==> config.mk <==
export PLATFORM = sky130hd
export DESIGN_NAME = bdvm_urgency
export DESIGN_NICKNAME = d
export VERILOG_FILES = /design/src/rtl/bdvm_pkg.sv /design/src/rtl/bdvm_urgency.sv
export SDC_FILE = /design/constraint.sdc
export NUM_CORES = 1
export LEC_CHECK = 0
export BUFFER_PORTS_ARGS = -buffer_cell sky130_fd_sc_hd__buf_2
export CORE_AREA = 5 5 98 63
export DETAILED_ROUTE_END_ITERATION = 16
export DIE_AREA = 0 0 103 68
export PLACE_DENSITY = 0.59
export SLEW_MARGIN = 20
export SYNTH_ARGS = -nofsm -noshare
export SYNTH_HDL_FRONTEND = slang
export SYNTH_SLANG_ARGS = --single-unit
==> constraint.sdc <==
create_clock -name vclk -period 6.1
set_input_delay 1.22 -clock vclk [all_inputs]
set_output_delay 1.22 -clock vclk [all_outputs]
set_load 0.02 [all_outputs]
==> src/rtl/bdvm_pkg.sv <==
// Shared types and codes for the dirty/valid block map.
package bdvm_pkg;

  // Geometry of the map
  localparam int BLOCK_BYTES = 4096;
  localparam int MAX_BLOCKS  = 4096;
  localparam int MAX_RUN     = 256;

  typedef enum logic [2:0] {
    FN_WRITE   = 3'd0,
    FN_READ    = 3'd1,
    FN_INVAL   = 3'd2,
    FN_TAKE    = 3'd3,
    FN_REDIRTY = 3'd4
  } func_t;

  typedef enum logic [2:0] {
    ST_OK      = 3'd0,
    ST_REJECT  = 3'd1,
    ST_MISS    = 3'd2,
    ST_NODIRTY = 3'd3,
    ST_OVER    = 3'd4
  } status_t;

  localparam logic [1:0] REG_BLOCKS = 2'd0;
  localparam logic [1:0] REG_VOLUME = 2'd1;
  localparam logic [1:0] REG_FLUSH  = 2'd2;

endpackage

==> src/rtl/bdvm_urgency.sv <==
// Flush-urgency class from the dirty count and the blocks in use.
module bdvm_urgency
  import bdvm_pkg::*;
#(
  parameter int CW = 13
) (
  input  logic [CW-1:0] dirty,
  input  logic [CW-1:0] used,
  output logic [2:0]    urgency
);

  logic [CW+3:0] d4, d3n, d2, d10, n;

  assign n   = (CW+4)'(used);
  assign d4  = (CW+4)'(dirty) << 2;
  assign d2  = (CW+4)'(dirty) << 1;
  assign d10 = ((CW+4)'(dirty) << 3) + ((CW+4)'(dirty) << 1);
  assign d3n = (n << 1) + n;

  // Pick the highest class whose ratio compare holds
  always_comb begin
    if (used == '0)     urgency = 3'd0;
    else if (d4 > d3n)  urgency = 3'd4;
    else if (d2 > n)    urgency = 3'd3;
    else if (d4 > n)    urgency = 3'd2;
    else if (d10 > n)   urgency = 3'd1;
    else                urgency = 3'd0;
  end

endmodule

==> flow_summary.json <==
{
  "outcome": "finished, final reports clean",
  "grt_first_pass_wirelength_um": 9720,
  "row_count": 21,
  "p_seq_share_pct": 0,
  "fin_crit_sh_pct": 95.3,
  "swShare_pct": 55.6,
  "maxSlewHeadroom_pct": 57.4,
  "rsz0062_at_grt": "false",
  "vdd_drop_max_v": 0.0000358,
  "ant_nets": 0,
  "path_class": "primary input to primary output",
  "setup_viol": 0,
  "cts_setup_buffers": 0,
  "synth.yosys.seq_area_share_pct": 0,
  "synth_nets": 382,
  "synth_top_area_cell": "ha_1",
  "power.switching_uw": 143,
  "synth_compound_area_share_pct": 26.8,
  "final_cells": 374,
  "fin_crit_ns": 5.81,
  "synth_common_cells": "ha_1, a21oi_1, a21o_1",
  "finalWeightedCongestion": 0.786,
  "worstPathRequired_ns": 4.88,
  "finalInstanceArea_um2": 2470,
  "grt-ovfl-total": 0,
  "worst_ep_arrival_time_ns": 4.59,
  "seq_cell_count": 0,
  "wl_um": 5710,
  "dieArea_um2": 7000,
  "track_usage_pct": 17.0,
  "drv_slew": 0,
  "p_per_area_nw_per_um2": 104,
  "io_buffers": 29,
  "p_leak_uw": 0.00128,
  "synth_most_common_cell": "ha_1",
  "path_max_fanout": 4,
  "ys_warn_count": 0,
  "cp-endpoint": "urgency[0]",
  "synthCells": 277,
  "fp.dieW_um": 103,
  "ys_top_cells_by_area": "ha_1, a21o_1, a21oi_1, xnor2_1, xor2_1",
  "viasPerCell": 5.76,
  "drc": 0,
  "timing.hold.ws_ns": 3.13,
  "synthXorXnorAreaFrac_pct": 6.65,
  "placed_cells": 374,
  "crit_start": "used[1]",
  "drv_cap": 0,
  "io_pins": 29,
  "synth_mux_area_share_pct": 0.950,
  "yosys.area_share.simple_pct": 17.9,
  "avgSynthCellArea_um2": 8.08,
  "grt_antenna_before_repair": 0,
  "area_growth_pct": 10.4,
  "synth.distinct_cells": 46,
  "drive_gt1_share_pct": 12.8,
  "p_total_uw": 257,
  "coreArea_um2": 5310,
  "hpwl_um": 5060,
  "n_antenna_cell": 0,
  "final_nets": 412,
  "fmax_ghz": 0.172,
  "worst_setup_path_start_kind": "primary input",
  "placed_area_um2": 2470,
  "synth_top_area_share_pct": 43.0,
  "pwr-share-comb_pct": 100.0,
  "p_int_uw": 114,
  "chipHeight_um": 68,
  "regArea_um2": 0,
  "clockBufferCount": 0,
  "via_count": 2154,
  "grt_pass1_vias": 2076,
  "critPathCaptureType": "primary output",
  "dr.pass1.iters": 4,
  "worst_pin_slew_ns": 0.623,
  "pwr-share-clk_pct": 0,
  "start_util_pct": 42.2,
  "drt-initial-drc-count": 83,
  "hp-class": "primary input to primary output",
  "cts.repair.resized": 0,
  "routedWlPerCell_um": 15.3,
  "holdBufCountCts": 0,
  "synthAdderAreaFrac_pct": 44.8,
  "finalSetupTns_ns": 0,
  "synth_top_family_by_area": "adder cells",
  "hold_violations": 0,
  "grt_max_degree": 11,
  "synth_area_um2": 2240
}
[kinds of logic (layout without fill, tap and decap cells)]
group,after synthesis,after routing
compound gates,87,87
xor+xnor,17,17
fa+ha+maj,79,79
buf+inv,17,45
mux,2,2
simple gates,75,75
[placed cells by master, fill, tap and decap left out, types with 2 or more instances in the layout]
cell type  netlist  layout
ha_1            77      77
buf_2            0      29
a21oi_1         25      25
a21o_1          18      18
nor2_1          14      14
inv_1           16      14
nand2_1         10      10
nand3_1          9       9
xnor2_1          9       9
o21ai_0          9       8
xor2_1           8       8
nand4_1          8       8
a211oi_1         8       7
nor2b_1          7       7
nor3_1           5       5
o21a_1           5       5
and3_1           4       4
o21bai_1         4       4
nor4_1           3       3
nand2b_1         3       3
and2_1           2       2
or3_1            2       2
or2_2            2       2
a31oi_1          2       2
inv_2            0       2
nor3b_1          2       2
o211ai_1         2       2
o2111ai_1        2       2
fa_1             2       2
[cell type report]
| type | instances | area, um^2 |
|---|---|---|
| fill | 545 | 2840 |
| multi-input combinational | 260 | 2180 |
| timing repair buffer | 29 | 145 |
| tap | 69 | 86.3 |
| inverter | 16 | 60.1 |
[critical path, cell delays in order]
cell	delay (ns)
buf_2	0.12
ha_1	0.17
inv_1	0.05
fa_1	0.39
nor2b_1	0.15
o31a_1	0.16
nor2_1	0.06
o21ai_1	0.18
a21oi_1	0.10
xor2_1	0.15
ha_1	0.28
and4_1	0.19
and3_1	0.21
a221oi_1	0.29
a31oi_1	0.12
a211oi_1	0.24
a21oi_1	0.12
a211oi_1	0.18
buf_2	0.20
[power by group through the flow]
stage | Combinational (uW) | Clock, uW | Sequential (uW)
after floorplan | 187 | 0 | 0
after global placement | 252 | 0 | 0
after detailed placement | 254 | 0 | 0
after CTS | 256 | 0 | 0
after global routing | 294 | 0 | 0
final | 257 | 0 | 0
[worst min path at each step]
stage | from | end | slack, ns | depth (start not counted)
6_report | used[12] | urgency[2] | 3.13 | 6
5_1_grt | used[12] | urgency[2] | 3.23 | 6
3_3_place_gp | used[12] | urgency[2] | 3.13 | 6
2_1_floorplan | dirty[12] | urgency[0] | 2.82 | 4
3_5_place_dp | used[12] | urgency[2] | 3.13 | 6
4_1_cts | used[12] | urgency[2] | 3.14 | 6
[per-layer routing]
metal / vias up / global-route usage, % / wire length, um
li1: 1136 / - / -
met1: 972 / 27.1 / 3270
met2: 42 / 26.8 / 2240
met3: 4 / 0.102 / 174
met4: 0 / 0.485 / 24
met5: - / 0 / 0
[stage by stage]
step / util (%) / setup WS [ns]
global placement: 46.5 / 0.392
floorplan: - / 0.482
finish: 46.6 / 0.287
CTS: 46.5 / 0.229
global route: 46.6 / 0.0427
detailed placement: 46.5 / 0.256
(Power assumes the default switching activity.)
